**config.mk**
```make
export PLATFORM = sky130hd
export DESIGN_NAME = frame_crc16_ascii_nibbles
export DESIGN_NICKNAME = d
export VERILOG_FILES = /design/src/rtl/fcrc_pkg.sv /design/src/rtl/fcrc_front.sv /design/src/rtl/fcrc_queue.sv /design/src/rtl/fcrc_back.sv /design/src/rtl/frame_crc16_ascii_nibbles.sv
export SDC_FILE = /design/constraint.sdc
export NUM_CORES = 1
export LEC_CHECK = 0
export BUFFER_PORTS_ARGS = -buffer_cell sky130_fd_sc_hd__buf_2
export CAP_MARGIN = 10
export CELL_PAD_IN_SITES_DETAIL_PLACEMENT = 1
export CELL_PAD_IN_SITES_GLOBAL_PLACEMENT = 2
export CORE_MARGIN = 1
export CORE_UTILIZATION = 47
export DETAILED_ROUTE_END_ITERATION = 8
export PLACE_DENSITY_LB_ADDON = 0.1
export SLEW_MARGIN = 10
export SYNTH_ARGS = -nofsm -noshare
export SYNTH_HDL_FRONTEND = slang
export SYNTH_SLANG_ARGS = --single-unit
```
**constraint.sdc**
```tcl
create_clock -name clk -period 4.5 [get_ports clk]
set_clock_uncertainty 0.15 [all_clocks]
set_input_delay 1.35 -clock clk [delete_from_list [all_inputs] [get_ports clk]]
set_output_delay 1.35 -clock clk [all_outputs]
set_load 0.03 [all_outputs]
```
**src/rtl/fcrc_pkg.sv**
```systemverilog
// Shared types, constants and the byte-wide CRC-16 update for the frame checksum block.
package fcrc_pkg;

  typedef logic [15:0] crc_t;

  localparam crc_t        CRC_POLY        = 16'h1021;
  localparam crc_t        CRC_INIT        = 16'h0000;
  localparam crc_t        EMPTY_FRAME_CRC = 16'h0001;
  localparam logic [5:0]  CHAR_BASE       = 6'h30;
  localparam int unsigned QUEUE_DEPTH_DEF = 4;

  // Checksum handed from the front end to the serializer.
  typedef struct packed {
    logic valid;
    crc_t crc;
  } crc_req_t;

  // Folds one byte MSB-first (XMODEM): eight shift steps on a 16-bit value.
  function automatic crc_t crc_fold(crc_t acc_in, logic [7:0] data);
    crc_t acc;
    logic [7:0] d;
    acc = acc_in;
    d   = data;
    for (int k = 0; k < 8; k++) begin
      if (d[7] ^ acc[15]) begin
        acc = {acc[14:0], 1'b0} ^ CRC_POLY;
      end else begin
        acc = {acc[14:0], 1'b0};
      end
      d = {d[6:0], 1'b0};
    end
    return acc;
  endfunction

endpackage

```
**src/rtl/fcrc_front.sv**
```systemverilog
// Front end: takes characters, skips the first of each frame, folds the rest into the CRC.
module fcrc_front (
  input  logic              clk,
  input  logic              rst_n,
  input  logic              in_push,
  input  logic              q_full,
  input  logic [7:0]        in_data_byte,
  input  logic              in_last_byte,
  input  logic              in_empty_frame,
  output fcrc_pkg::crc_req_t crc_req
);
  import fcrc_pkg::*;

  crc_t crc_r, crc_nxt;
  logic skip_r, skip_nxt;
  logic accept;
  crc_t folded;

  assign accept = in_push & ~q_full;
  assign folded = skip_r ? crc_r : crc_fold(crc_r, in_data_byte);

  always_comb begin
    crc_nxt       = crc_r;
    skip_nxt      = skip_r;
    crc_req.valid = 1'b0;
    crc_req.crc   = folded;
    if (accept) begin
      if (in_empty_frame) begin
        // empty frame: fixed checksum, anything gathered so far is dropped
        crc_req.valid = 1'b1;
        crc_req.crc   = EMPTY_FRAME_CRC;
        crc_nxt       = CRC_INIT;
        skip_nxt      = 1'b1;
      end else if (in_last_byte) begin
        crc_req.valid = 1'b1;
        crc_nxt       = CRC_INIT;
        skip_nxt      = 1'b1;
      end else begin
        crc_nxt  = folded;
        skip_nxt = 1'b0;
      end
    end
  end

  always_ff @(posedge clk) begin
    if (!rst_n) begin
      crc_r  <= CRC_INIT;
      skip_r <= 1'b1;
    end else begin
      crc_r  <= crc_nxt;
      skip_r <= skip_nxt;
    end
  end

endmodule

```
**src/rtl/fcrc_queue.sv**
```systemverilog
// Small register queue of finished checksums between front end and serializer.
module fcrc_queue #(
  parameter int unsigned DEPTH = fcrc_pkg::QUEUE_DEPTH_DEF
) (
  input  logic               clk,
  input  logic               rst_n,
  input  fcrc_pkg::crc_req_t push_req,
  input  logic               pop,
  output logic               full,
  output logic               empty,
  output fcrc_pkg::crc_t     head
);
  import fcrc_pkg::*;

  localparam int unsigned PTR_W = (DEPTH > 1) ? $clog2(DEPTH) : 1;
  localparam int unsigned CNT_W = $clog2(DEPTH + 1);

  crc_t             entries_r [DEPTH];
  logic [PTR_W-1:0] wr_ptr_r, wr_ptr_nxt;
  logic [PTR_W-1:0] rd_ptr_r, rd_ptr_nxt;
  logic [CNT_W-1:0] count_r, count_nxt;
  logic             do_push, do_pop;

  assign full    = (count_r == CNT_W'(DEPTH));
  assign empty   = (count_r == '0);
  assign head    = entries_r[rd_ptr_r];
  assign do_push = push_req.valid & ~full;
  assign do_pop  = pop & ~empty;

  always_comb begin
    wr_ptr_nxt = wr_ptr_r;
    rd_ptr_nxt = rd_ptr_r;
    count_nxt  = count_r;
    if (do_push) begin
      wr_ptr_nxt = (wr_ptr_r == PTR_W'(DEPTH - 1)) ? '0 : wr_ptr_r + 1'b1;
    end
    if (do_pop) begin
      rd_ptr_nxt = (rd_ptr_r == PTR_W'(DEPTH - 1)) ? '0 : rd_ptr_r + 1'b1;
    end
    if (do_push && !do_pop) begin
      count_nxt = count_r + 1'b1;
    end else if (do_pop && !do_push) begin
      count_nxt = count_r - 1'b1;
    end
  end

  always_ff @(posedge clk) begin
    if (!rst_n) begin
      wr_ptr_r <= '0;
      rd_ptr_r <= '0;
      count_r  <= '0;
    end else begin
      wr_ptr_r <= wr_ptr_nxt;
      rd_ptr_r <= rd_ptr_nxt;
      count_r  <= count_nxt;
    end
  end

  always_ff @(posedge clk) begin
    if (do_push) begin
      entries_r[wr_ptr_r] <= push_req.crc;
    end
  end

endmodule

```
**src/rtl/fcrc_back.sv**
```systemverilog
// Serializer: turns each queued checksum into four ASCII-style nibble characters.
module fcrc_back (
  input  logic           clk,
  input  logic           rst_n,
  input  logic           q_empty,
  input  fcrc_pkg::crc_t q_head,
  output logic           q_pop,
  input  logic           out_pop,
  output logic           out_empty,
  output logic [5:0]     out_char_code,
  output logic           out_last_char
);
  import fcrc_pkg::*;

  crc_t       cur_r, cur_nxt;
  logic [1:0] idx_r, idx_nxt;
  logic       busy_r, busy_nxt;
  logic       taken;
  logic [3:0] nib;

  assign taken     = busy_r & out_pop;
  assign out_empty = ~busy_r;

  always_comb begin
    case (idx_r)
      2'd0:    nib = cur_r[15:12];
      2'd1:    nib = cur_r[11:8];
      2'd2:    nib = cur_r[7:4];
      default: nib = cur_r[3:0];
    endcase
  end

  assign out_char_code = CHAR_BASE | {2'b00, nib};
  assign out_last_char = (idx_r == 2'd3);

  always_comb begin
    cur_nxt  = cur_r;
    idx_nxt  = idx_r;
    busy_nxt = busy_r;
    q_pop    = 1'b0;
    if (!busy_r || (taken && out_last_char)) begin
      // free, or last character leaving: pick up the next checksum directly
      busy_nxt = ~q_empty;
      q_pop    = ~q_empty;
      cur_nxt  = q_head;
      idx_nxt  = 2'd0;
    end else if (taken) begin
      idx_nxt = idx_r + 2'd1;
    end
  end

  always_ff @(posedge clk) begin
    if (!rst_n) begin
      busy_r <= 1'b0;
      idx_r  <= 2'd0;
    end else begin
      busy_r <= busy_nxt;
      idx_r  <= idx_nxt;
    end
  end

  always_ff @(posedge clk) begin
    cur_r <= cur_nxt;
  end

endmodule

```
**src/rtl/frame_crc16_ascii_nibbles.sv**
```systemverilog
// Top level of the frame checksum block: front end, checksum queue and serializer.
//
// Takes telegram characters one per cycle (push/full) and returns, for each frame, a
// CRC-16/XMODEM (poly 0x1021, init 0) over all characters but the first, as four
// characters high nibble first, each nibble ORed with 0x30 (so 10..15 show as ':'..'?').
// A request flagged empty_frame ends the frame at once and yields "0001". The front end
// folds a whole byte per cycle, so a character is taken every clock while the checksum
// queue has room; the serializer then takes four pops per frame, one character per cycle
// while out_pop is high, moving straight on to the next queued checksum. full rises only
// when QUEUE_DEPTH frame checksums wait behind the serializer, i.e. when frames arrive
// faster than their results are popped, as frames under four characters can. A frame's
// checksum passes through the queue register, then the serializer's cur_r register.
module frame_crc16_ascii_nibbles #(
  parameter int unsigned QUEUE_DEPTH = fcrc_pkg::QUEUE_DEPTH_DEF
) (
  input  logic       clk,
  input  logic       rst_n,
  input  logic       in_push,
  output logic       in_full,
  input  logic [7:0] in_data_byte,
  input  logic       in_last_byte,
  input  logic       in_empty_frame,
  output logic       out_empty,
  input  logic       out_pop,
  output logic [5:0] out_char_code,
  output logic       out_last_char
);
  import fcrc_pkg::*;

  crc_req_t crc_req;
  logic     q_full, q_empty, q_pop;
  crc_t     q_head;

  assign in_full = q_full;

  // byte fold and frame bookkeeping
  fcrc_front u_front (
    .clk           (clk),
    .rst_n         (rst_n),
    .in_push       (in_push),
    .q_full        (q_full),
    .in_data_byte  (in_data_byte),
    .in_last_byte  (in_last_byte),
    .in_empty_frame(in_empty_frame),
    .crc_req       (crc_req)
  );

  // finished checksums waiting to be serialized
  fcrc_queue #(
    .DEPTH(QUEUE_DEPTH)
  ) u_queue (
    .clk     (clk),
    .rst_n   (rst_n),
    .push_req(crc_req),
    .pop     (q_pop),
    .full    (q_full),
    .empty   (q_empty),
    .head    (q_head)
  );

  // four characters per checksum, held in registers until popped
  fcrc_back u_back (
    .clk          (clk),
    .rst_n        (rst_n),
    .q_empty      (q_empty),
    .q_head       (q_head),
    .q_pop        (q_pop),
    .out_pop      (out_pop),
    .out_empty    (out_empty),
    .out_char_code(out_char_code),
    .out_last_char(out_last_char)
  );

endmodule

```
==> metrics.md, run 1 <==
| Metric | Value |
|---|---|
| Status | completed |
| Root buf cell | clkbuf_8 |
| PD cells | 515 mW/mm2 |
| First drt pass iteration count | 5 |
| DRC | 0 |
| Share of layout cells above drive strength 1 | a little under a fifth |
| Top cells by area, synth | edfxtp_1 (53%), dfxtp_1 (12%), mux4_2 (7.9%), xnor2_1 (3.5%), ha_1 (3.0%) |
| Core area | 0.00933 mm2 |
| Multi-input gate area | ~0.0015 mm2 |
| Worst EP required | 3.00 ns |
| Die ar. | just over 0.01 mm2 |
| Largest fanout on the critical path | 4 |
| Net count, final | around 350 |
| Cell taking the most area after synthesis | edfxtp_1 |
| Commonest cells after routing, fill and taps aside | edfxtp_1 (80), dfxtp_1 (27), nand2_1 (23), buf_2 (20) |
| Max Cap Viol | 0 |
| Iter 0 DRT Violations | 95 |
| Mapped Cells | 310 |
| Peak supply drop | 191 uV |
| CTS HTree Levels | 3 |
| TNS Setup | 0 ns |
| Leak | roughly 0.0017 uW |
| Cell Rows | 35 |
| Crit path launch type | flip-flop |
| ANT nets after route | 0 |
| Vias | about 2,400 |
| Yosys cell types | 37 |
| Post-synthesis sequential area ratio | 64.7% |
| Final period util | 72.4% |
| Post-synth top area share | a little over half |
| RSZ-0062 raised after global routing | false |
| Num CTS Buffers | 9 |
| Largest net degree at the start of global routing | 26 |
| First-pass GRT wire length | between 10,000 and 15,000 um |
| Number of flops mapped to enable cells by yosys | 80 |
| GP Congestion | 0.754 |
| Worst hold path type | reg2reg |
| Vias per cell | between 5 and 6 |
| Hold Violations, Final | 0 |
| Vias in the first global route | approximately 2,500 |
| PortBufs | 20 |
| Commonest non-fill, non-tap cell in the layout | edfxtp_1 |
| Crit. End Element | output port |
| Average size of a mapped cell | 14.7 um2 |
| Post-CTS Setup Bufs | 0 |
| HPWL Detailed | between 5000 and 6000 um |
| Die H | approximately 100 um |
| Main synth FF type | edfxtp_1 |
| Slew margin rel. | 45.5% |
| Worst Path Arrival | 1.76 ns |
| All-Layer GR Usage | between 10% and 20% |
| Die W | approximately 100 um |
| Post-CTS sizing | 0 |
| Clk_lat worst skew | about 0.36 ns |
| Placed cell area | 0.00475 mm2 |
| DRT Wirelength | between 8000 and 9000 um |
| Post-synth ARST share | 0% |
| Diodes inserted | 0 |
| R2R setup slack | 1.70 ns |
| Overflow after GRT | 0 |
| Max Root-Sink Buffers | 2 |
| Final slew viol count | 0 |
| Netlist Area Pre-Place | ~0.0046 mm2 |
| Least-Margin Pin Slew | 0.817 ns |
| Final Cell Area | 0.00495 mm2 |
| Starting density of the core | about half |
| Post-CTS Hold Fix Bufs | 0 |
| Yosys synthesis warning count | 0 |
| Layout area overhead | 8.80% |
| Reg area | 0.00294 mm2 |
| Non-Filler Instances | roughly 460 |
| Layout filler cell count | just over 900 |
| Total chip power | around 2500 uW |
| Cell count after placement | ~450 |
| Minimum clock period | 3.26 ns |
| Final Setup Violations | 0 |
| Clk slew on worst S/H paths | approximately 0.11 ns |
| IO Count | 23 |
| Wirelength per Cell | 17.7 um |
| Setup CP Type | reg2out |
| Clk sinks | about 110 |
| Fmax | approximately 300 MHz |
| #FFs+latches synth | ~110 |
| CTS tree | yes |
| Initial antenna violation count | 0 |
[synth_stat cells (2+ instances only)]
cell	count
nor2b_1	9
mux2i_1	9
mux2_2	3
a21oi_1	6
or3_1	3
buf_2	4
xnor2_1	18
a222oi_1	4
o2bb2ai_1	2
ha_1	11
nand3_1	7
buf_4	2
inv_1	18
a22oi_1	5
and2_1	6
a21boi_0	2
nand2_1	23
nor2_1	5
edfxtp_1	80
mux4_2	16
xor2_1	8
o21ba_2	2
dfxtp_1	27
o21ai_0	9
and3_1	2
clkbuf_1	9
o22ai_1	9
a32o_1	2
[state kept, by name, indices dropped and copies added, names as in the netlist]
signal,count
u_queue.entries_r,64
u_queue.count_r,3
u_back.idx_r,2
u_back.cur_r,16
u_front.skip_r,1
u_queue.rd_ptr_r,2
u_back.busy_r,1
u_queue.wr_ptr_r,2
u_front.crc_r,16
[kinds of logic after synthesis]
group / after synthesis / synth area share, %
other cells: 1 / 0.0824
fa+ha+maj: 12 / 3.46
xor+xnor: 26 / 5.00
buf+inv: 34 / 3.08
compound gates: 43 / 6.54
mux: 28 / 10.6
simple gates: 59 / 6.52
flops: 107 / 64.7
[worst max-delay path, stage by stage, from the launching register on]
cell,delay (ns)
dfxtp_1,0.40
inv_1,0.11
ha_1,0.27
a222oi_1,0.33
mux2i_1,0.11
buf_2,0.19
[metal layers]
layer,wire length [um],vias to the layer above,GRT usage (%)
met4,82,0,5.02
li1,-,1188,-
met2,3980,29,29.7
met5,0,-,0
met1,3940,1210,24.7
met3,177,8,3.13
[stage by stage]
| step | setup slack [ns] | hold slack (ns) | util (%) |
|---|---|---|---|
| floorplan | 1.14 | 0.308 | - |
| global placement | 0.964 | 0.321 | 51.0 |
| detailed placement | 0.866 | 0.329 | 51.0 |
| CTS | 1.21 | 0.345 | 53.1 |
| global route | 1.05 | 0.374 | 53.1 |
| finish | 1.24 | 0.342 | 53.1 |
[path summary, 6_finish.rpt]
path / start / end / cells past startpoint
min reg2reg: u_front.crc_r[9]$_SDFFE_PN0N_ / u_front.crc_r[9]$_SDFFE_PN0N_ / 2
min: u_front.crc_r[9]$_SDFFE_PN0N_ / u_front.crc_r[9]$_SDFFE_PN0N_ / 2
max: u_back.idx_r[0]$_SDFFE_PP0P_ / out_char_code[1] / 5
max reg2reg: u_queue.count_r[0]$_SDFFE_PN0P_ / u_queue.count_r[2]$_SDFFE_PN0P_ / 10
[power breakdown]
group / switching (uW) / leakage (uW) / internal, uW
clock: 333 / 0.0000932 / 242
combinational: 348 / 0.000641 / 278
sequential: 83.3 / 0.000983 / 1260
total: 764 / 0.00172 / 1780
[layout make-up]
type	count	share of cell area (%)
clock inverter	5	0.885
multi-input combinational	170	29.7
clock buffer	11	3.08
sequential	107	59.4
inverter	19	1.44
tap	129	3.26
timing repair buffer	21	2.17
Power figures use the tool's default switching activity.
==> run 2, diff against run 1 <==
ABC_AREA = 1   (was unset)
CORE_UTILIZATION = 35   (was 47)
clock period = 2.7 ns   (was 4.5 ns; I/O delays follow)
==> run 2 against run 1 <==
  * Hold slack got worse by 0.0072 ns
  * Critical path depth is 1 higher
  * Sequential share of layout area is 5.5 points lower
  * Global-route usage decreased by 1.0 points
  * Final area increased by 10%
  * Clock-buffer cell count down 2
  * Combinational power up 110%
  * Non-clock buffer count up 14
  * Area after synthesis rose by 6.0%
  * Critical path type unchanged
==> metrics.md, run 2 <==
| Metric | Value |
|---|---|
| Initial antenna violation count | 0 (unchanged) |
| DR WL met3 | 177 um (unchanged) |
| Die ar. | 0.0143 mm2 (was 0.0101 mm2) |
| Yosys cell types | 30 (was 37) |
| Cell Rows | 42 (was 35) |
| Largest net degree at the start of global routing | 34 (was 26) |
| Top sig layer | met4 (unchanged) |
| Final period util | 95.9% |
| Synth top cells by count | nand2_1 (119), edfxtp_1 (80), inv_1 (55) (was edfxtp_1 (80), dfxtp_1 (27), nand2_1 (23)) |
| Most numerous cell in the Yosys netlist | nand2_1 (was edfxtp_1) |
| HPWL Detailed | 7580 um (was 5730 um) |
| Worst-path cell chain | inv_1 > ha_2 > a22o_1 > a21oi_1 > o21ai_0 > buf_2 (was inv_1 > ha_1 > a222oi_1 > mux2i_1 > buf_2) |
| Post-CTS Setup Bufs | 0 (unchanged) |
| PortBufs | 20 (unchanged) |
| Clk sinks | 107 (unchanged) |
| Setup CP Type | reg2out (unchanged) |
| Vias per cell | 4.86 (was 5.27) |
| Largest fanout on the critical path | 5 (was 4) |
| Post-synthesis sequential area ratio | 61.0% (was 64.7%) |
| Reg2Reg Depth | 11 (was 10) |
| Top cell family by delay on the critical path | compound AO/OA/AOI/OAI gates (was flip-flops) |
| Final WS setup | 0.111 ns (was 1.24 ns) |
| WP depth | 6 (was 5) |
| Fmax | 386 MHz |
| Die H | 119 um (was 100 um) |
| Slew margin rel. | 60.2% (was 45.5%) |
| CP max stage delay | 0.38 ns (was 0.40 ns) |
| Peak supply drop | 287 uV (was 191 uV) |
| Main synth FF type | edfxtp_1 (unchanged) |
| Netlist Area Pre-Place | 0.00482 mm2 (was 0.00455 mm2) |
| First-pass GRT wire length | 18,200 um (was 13,400 um) |
| Root buf cell | clkbuf_16 (was clkbuf_8) |
| Met1 Routed Length | 5390 um (was 3940 um) |
| Vias in the first global route | 3,558 (was 2,530) |
| Number of flops mapped to enable cells by yosys | 80 (unchanged) |
| RSZ-0062 raised after global routing | false (unchanged) |
| Final core occ | 40.9% (was 53.1%) |
| Metal2 WL | 5290 um (was 3980 um) |
| Average size of a mapped cell | 9.59 um2 (was 14.7 um2) |
| Crit path launch type | flip-flop (unchanged) |
| Commonest cells after routing, fill and taps aside | nand2_1 (119), edfxtp_1 (80), inv_1 (54), o21ai_0 (48), nor2_1 (46) (was edfxtp_1 (80), dfxtp_1 (27), nand2_1 (23), buf_2 (20)) |
| WP buf/inv | 2 (unchanged) |
| Num CTS Buffers | 9 (unchanged) |
| Post-CTS Hold Fix Bufs | 0 (unchanged) |
| Starting density of the core | 36.1% (was 48.8%) |
| IO Count | 23 (unchanged) |
| Commonest non-fill, non-tap cell in the layout | nand2_1 (was edfxtp_1) |
| Leak | 0.00211 uW (was 0.00172 uW) |
| Net count, final | 557 (was 354) |
| Pre-CTS WS | 0.0160 ns (was 0.866 ns) |
| GP Congestion | 0.755 (was 0.754) |
| Cell taking the most area after synthesis | edfxtp_1 (unchanged) |
| DRC | 0 (unchanged) |
| Wirelength per Cell | 15.5 um (was 17.7 um) |
| Final slew viol count | 0 (unchanged) |
| CTS tree | yes (unchanged) |
| Worst EP required | 1.74 ns (was 3.00 ns) |
| Layout area overhead | 13.3% (was 8.80%) |
| Max Root-Sink Buffers | 2 (unchanged) |
| Crit. End Element | output port (unchanged) |
| Diodes inserted | 0 (unchanged) |
| CTS HTree Levels | 3 (unchanged) |
| TNS Setup | 0 ns (unchanged) |
| Minimum clock period | 2.59 ns |
| Final Setup Violations | 0 (unchanged) |
| Vias | 3,453 (was 2,435) |
| Top flop regs | u_queue.entries_r: 64 flops, u_back.cur_r: 16 flops, u_front.crc_r: 16 flops (unchanged) |
| Share of layout cells above drive strength 1 | 11.4% (was 18.0%) |
| Die W | 119 um (was 100 um) |
| Core area | 0.0133 mm2 (was 0.00933 mm2) |
| Top cells by area, synth | edfxtp_1 (50%), dfxtp_1 (11%), nand2_1 (9.3%), o21ai_0 (5.0%), inv_1 (4.3%) (was edfxtp_1 (53%), dfxtp_1 (12%), mux4_2 (7.9%), xnor2_1 (3.5%), ha_1 (3.0%)) |
| Least-Margin Pin Slew | 0.596 ns (was 0.817 ns) |
| Non-Filler Instances | 711 (was 462) |
| Worst Path Arrival | 1.63 ns (was 1.76 ns) |
| Status | completed (unchanged) |
| Total chip power | 4880 uW (was 2550 uW) |
| Layout filler cell count | 1,542 (was 935) |
| Mapped Cells | 503 (was 310) |
| Post-synth ARST share | 0% (unchanged) |
| Most flops, register | u_queue.entries_r (unchanged) |
| Worst hold path type | reg2reg (unchanged) |
| PD cells | 892 mW/mm2 (was 515 mW/mm2) |
| Clk_lat worst skew | 0.35 ns (was 0.36 ns) |
| Post-synth top area share | 49.8% (was 52.8%) |
| All-Layer GR Usage | 16.9% (was 18.0%) |
| First drt pass iteration count | 6 (was 5) |
| Overflow after GRT | 0 (unchanged) |
| Clk slew on worst S/H paths | 0.07 ns (was 0.11 ns) |
| Hold Violations, Final | 0 (unchanged) |
| Yosys synthesis warning count | 0 (unchanged) |
| Hold path cells | 2 (unchanged) |
| Cell count after placement | 696 (was 446) |
| ANT nets after route | 0 (unchanged) |
| DRT Wirelength | 11,000 um (was 8190 um) |
| Max Cap Viol | 0 (unchanged) |
| #FFs+latches synth | 107 (unchanged) |
| Max reg flops | 64 (unchanged) |
| Slowest CP cell | dfxtp_4 (was dfxtp_1) |
| Iter 0 DRT Violations | 188 (was 95) |
## run 2: cell count changes after synthesis, sizes merged, moves of 5 or more
cell / change
xor2: -7
nor2: +41
nand3: +20
o22ai: +7
mux2i: -9
nor2b: -9
and2: -6
mux4: -16
inv: +36
xnor2: -17
nand2: +97
a21oi: +31
o21ai: +41
a22oi: -5
## run 2: what timing repair did
item / CTS / global route
endpoints found under the setup margin: 4 / 4
pin swaps: 0 / 0
gates resized for setup: 2 / 3
## run 2: report_power, final
group / total [uW] / internal (uW) / switching, uW
sequential: 2260 / 2140 / 124
combinational: 1310 / 407 / 907
clock: 1300 / 716 / 587
total: 4880 / 3260 / 1620
## run 2: stage by stage
stage	hold WS, ns	instance area (um2)
floorplan	0.307	4830
global placement	0.320	5160
detailed placement	0.327	5160
CTS	0.338	5460
global route	0.355	5470
finish	0.334	5470
## run 2: layout make-up
| type | instances | area (um2) | area share, % |
|---|---|---|---|
| Clock inverter | 6 | 65.1 | 1.19 |
| Sequential cell | 107 | 2950 | 53.9 |
| Inverter | 56 | 210 | 3.85 |
| Tap cell | 176 | 220 | 4.03 |
| Clock buffer | 9 | 225 | 4.12 |
| Timing Repair Buffer | 35 | 213 | 3.89 |
| Multi-Input combinational cell | 322 | 1580 | 29.0 |
## run 2: kinds of logic (layout without fill, tap and decap cells)
group           after synthesis  in the layout  synth area share, %
other cells                   1              2               0.0777
buf+inv                      75            106                 6.35
fa+ha+maj                    12             12                 3.27
flops                       107            107                 61.0
xor+xnor                      2              2                0.363
compound gates              110            110                 12.4
simple gates                196            196                 16.6
## run 2: worst reg2reg max path: stages (launching register included)
cell and delay (ns):
dfxtp_4 0.36, ha_1 0.20, a21oi_1 0.22, inv_2 0.06
o31ai_1 0.10, ha_1 0.21, inv_1 0.07, fa_1 0.38
a21oi_1 0.16, o21ai_0 0.12, o21ai_0 0.16, a21oi_1 0.05
## run 2: metal layers
layer	global-route usage [%]	vias to the layer above
li1	-	1748
met1	21.7	1661
met2	29.0	31
met3	2.30	13
met4	6.56	0
met5	0	-
## run 2: final timing paths
path	from	to	slack [ns]
max	u_back.idx_r[0]$_SDFFE_PP0P_	out_char_code[1]	0.11
min reg2reg	u_front.crc_r[14]$_SDFFE_PN0N_	u_front.crc_r[14]$_SDFFE_PN0N_	0.33
max reg2reg	u_back.idx_r[0]$_SDFFE_PP0P_	u_queue.count_r[2]$_SDFFE_PN0P_	0.36
min	u_front.crc_r[14]$_SDFFE_PN0N_	u_front.crc_r[14]$_SDFFE_PN0N_	0.33
==> run 3, diff against run 2 <==
CTS_CLUSTER_DIAMETER = 30   (was unset)
clock period = 2.3 ns   (was 2.7 ns; I/O delays follow)
==> run 3 against run 2 <==
  * The run now ends with negative setup slack left
  * Register-to-register slack worse by 0.31 ns
  * Via count up 1.4%
  * Worst setup slack got worse by 0.19 ns
  * First-iteration DRC count fell by 13%
  * Sequential share of layout area down 1.8 points
  * Sequential power rose by 18%
  * Non-clock buffer count is 13 higher
  * Critical endpoint is now out_char_code[2]
==> metrics.md, run 3 (synthesis results as in run 2) <==
| Metric | Value |
|---|---|
| CTS HTree Levels | 3 (unchanged) |
| Core area | 0.0133 mm2 (unchanged) |
| Reg2Reg Depth | 12 (was 11) |
| Die H | 119 um (unchanged) |
| Minimum clock period | between 2 and 2.5 ns |
| Busiest layer in global routing | met2 (unchanged) |
| PD cells | 1040 mW/mm2 (was 892 mW/mm2) |
| Hold Violations, Final | 0 (unchanged) |
| CTS tree | yes (unchanged) |
| Commonest cells after routing, fill and taps aside | nand2_1 (119), edfxtp_1 (80), inv_1 (52), nor2_1 (46), o21ai_0 (42) (was nand2_1 (119), edfxtp_1 (80), inv_1 (54), o21ai_0 (48), nor2_1 (46)) |
| Worst Path Arrival | 1.53 ns (was 1.63 ns) |
| Final period util | 103% |
| Crit. End Element | output port (unchanged) |
| Cell Rows | 42 (unchanged) |
| Clk sinks | 107 (unchanged) |
| Fmax | around 420 MHz |
| Iter 0 DRT Violations | 164 (was 188) |
| R2r startpoint | u_back.idx_r[0]$_SDFFE_PP0P_ (unchanged) |
| Leak | 0.00218 uW (was 0.00211 uW) |
| IO Count | 23 (unchanged) |
| Share of layout cells above drive strength 1 | 16.0% (was 11.4%) |
| Most flops, register | u_queue.entries_r (unchanged) |
| PortBufs | 20 (unchanged) |
| Initial antenna violation count | 0 (unchanged) |
| Max reg flops | 64 (unchanged) |
| Diodes inserted | 0 (unchanged) |
| Crit path launch type | flip-flop (unchanged) |
| DRC | 0 (unchanged) |
| Num CTS Buffers | 9 (unchanged) |
| All-Layer GR Usage | 17.2% (was 16.9%) |
| Total chip power | 5870 uW (was 4880 uW) |
| Final WS setup | -0.0747 ns (was 0.111 ns) |
| ANT nets after route | 0 (unchanged) |
| Hold path cells | 2 (unchanged) |
| Placed cell area | 0.00530 mm2 (was 0.00516 mm2) |
| Vias in the first global route | 3,613 (was 3,558) |
| Top flop regs | u_queue.entries_r: 64 flops, u_back.cur_r: 16 flops, u_front.crc_r: 16 flops (unchanged) |
| Worst hold path type | reg2reg (unchanged) |
| GP Congestion | 0.788 (was 0.755) |
| Net count, final | 570 (was 557) |
| R2R setup slack | 0.05 ns (was 0.36 ns) |
| Largest fanout on the critical path | 4 (was 5) |
| Wirelength per Cell | 15.4 um (was 15.5 um) |
| Met1 usage | 21.6% (was 21.7%) |
| Hold path start | u_front.crc_r[14]$_SDFFE_PN0N_ (unchanged) |
| DRT Wirelength | 11,200 um (was 11,000 um) |
| Largest net degree at the start of global routing | 33 (was 34) |
| Failing checks | negative setup slack |
| Overflow after GRT | 0 (unchanged) |
| Final slew viol count | 0 (unchanged) |
| Post-CTS Hold Fix Bufs | 0 (unchanged) |
| Worst EP required | 1.46 ns (was 1.74 ns) |
| RR Endpoint | u_queue.count_r[2]$_SDFFE_PN0P_ (unchanged) |
| Die W | 119 um (unchanged) |
| HPWL Detailed | 7860 um (was 7580 um) |
| GR Util met3 | 3.02% (was 2.30%) |
| Clk slew on worst S/H paths | 0.08 ns (was 0.07 ns) |
| Die ar. | 0.0143 mm2 (unchanged) |
| Clk_lat worst skew | 0.35 ns (about the same) |
| Slew margin rel. | 65.0% (was 60.2%) |
| Starting density of the core | 36.1% (unchanged) |
| Peak supply drop | 330 uV (was 287 uV) |
| First-pass GRT wire length | 18,600 um (was 18,200 um) |
| Max Root-Sink Buffers | 2 (unchanged) |
| Least-Margin Pin Slew | 0.524 ns (was 0.596 ns) |
| Setup CP Type | reg2out (unchanged) |
| First drt pass iteration count | 4 (was 6) |
| Final Setup Violations | 4 (was 0) |
| Vias per cell | 4.83 (was 4.86) |
| TNS Setup | -0.253 ns (was 0 ns) |
| Final Cell Area | 0.00566 mm2 (was 0.00547 mm2) |
| Status | complete, but fails checks (was completed) |
| RSZ-0062 raised after global routing | true (was false) |
| Vias | 3,500 (was 3,453) |
| Max Cap Viol | 0 (unchanged) |
| Commonest non-fill, non-tap cell in the layout | nand2_1 (unchanged) |
| Layout area overhead | 17.3% (was 13.3%) |
| Met2 Track Usage GR | 29.7% (was 29.0%) |
| Hold EP | u_front.crc_r[14]$_SDFFE_PN0N_ (unchanged) |
| Root buf cell | clkbuf_16 (unchanged) |
-- run 3: worst max-delay path by stage --
stage / start / end
finish: u_back.idx_r[0]$_SDFFE_PP0P_ / out_char_code[2]
CTS: u_back.idx_r[0]$_SDFFE_PP0P_ / out_char_code[3]
global placement: out_pop / u_queue.count_r[2]$_SDFFE_PN0P_
global route: u_back.idx_r[0]$_SDFFE_PP0P_ / out_char_code[2]
floorplan: out_pop / u_queue.count_r[2]$_SDFFE_PN0P_
detailed placement: out_pop / u_queue.count_r[2]$_SDFFE_PN0P_
-- run 3: through the flow --
step	util, %	setup slack [ns]	std cells	hold WS, ns
finish	42.4	-0.0747	725	0.340
global route	42.4	-0.150	725	0.370
detailed placement	39.7	-0.102	707	0.329
global placement	39.7	-0.0575	707	0.321
floorplan	-	0.0155	504	0.307
CTS	42.4	-0.0797	725	0.343
-- run 3: critical path, stage by stage, from the launching register on --
cell	delay [ns]
dfxtp_4	0.39
inv_4	0.05
ha_4	0.17
a22o_1	0.22
a21oi_2	0.11
o21ai_1	0.07
buf_4	0.18
-- run 3: what timing repair did --
| item | CTS | global route |
|---|---|---|
| resized for setup | 19 | 2 |
| pin swaps | 2 | 1 |
| setup endpoints to repair | 4 | 6 |
| buffers inserted | 2 | 0 |
-- run 3: layout make-up --
class,instances,area [um2]
sequential,107,2950
clock inverter,7,57.6
fill,1530,7690
clock buffer,9,225
timing repair buffer,48,333
inverter,56,218
tap,176,220
multi-input combinational,322,1650
-- run 3: layer usage --
| metal | vias to the layer above | part of all wire [%] | wire (um) |
|---|---|---|---|
| met3 | 13 | 2.3 | 255 |
| met2 | 33 | 49 | 5450 |
| met5 | - | 0 | 0 |
| li1 | 1771 | - | - |
| met1 | 1683 | 47 | 5290 |
| met4 | 0 | 1.7 | 188 |
-- run 3: where the power goes --
group	switching (uW)	leakage [uW]	total (uW)	internal, uW
registers	153	0.000974	2660	2510
clock network	735	0.000134	1480	750
logic	1120	0.00107	1720	603
total	2010	0.00218	5870	3860
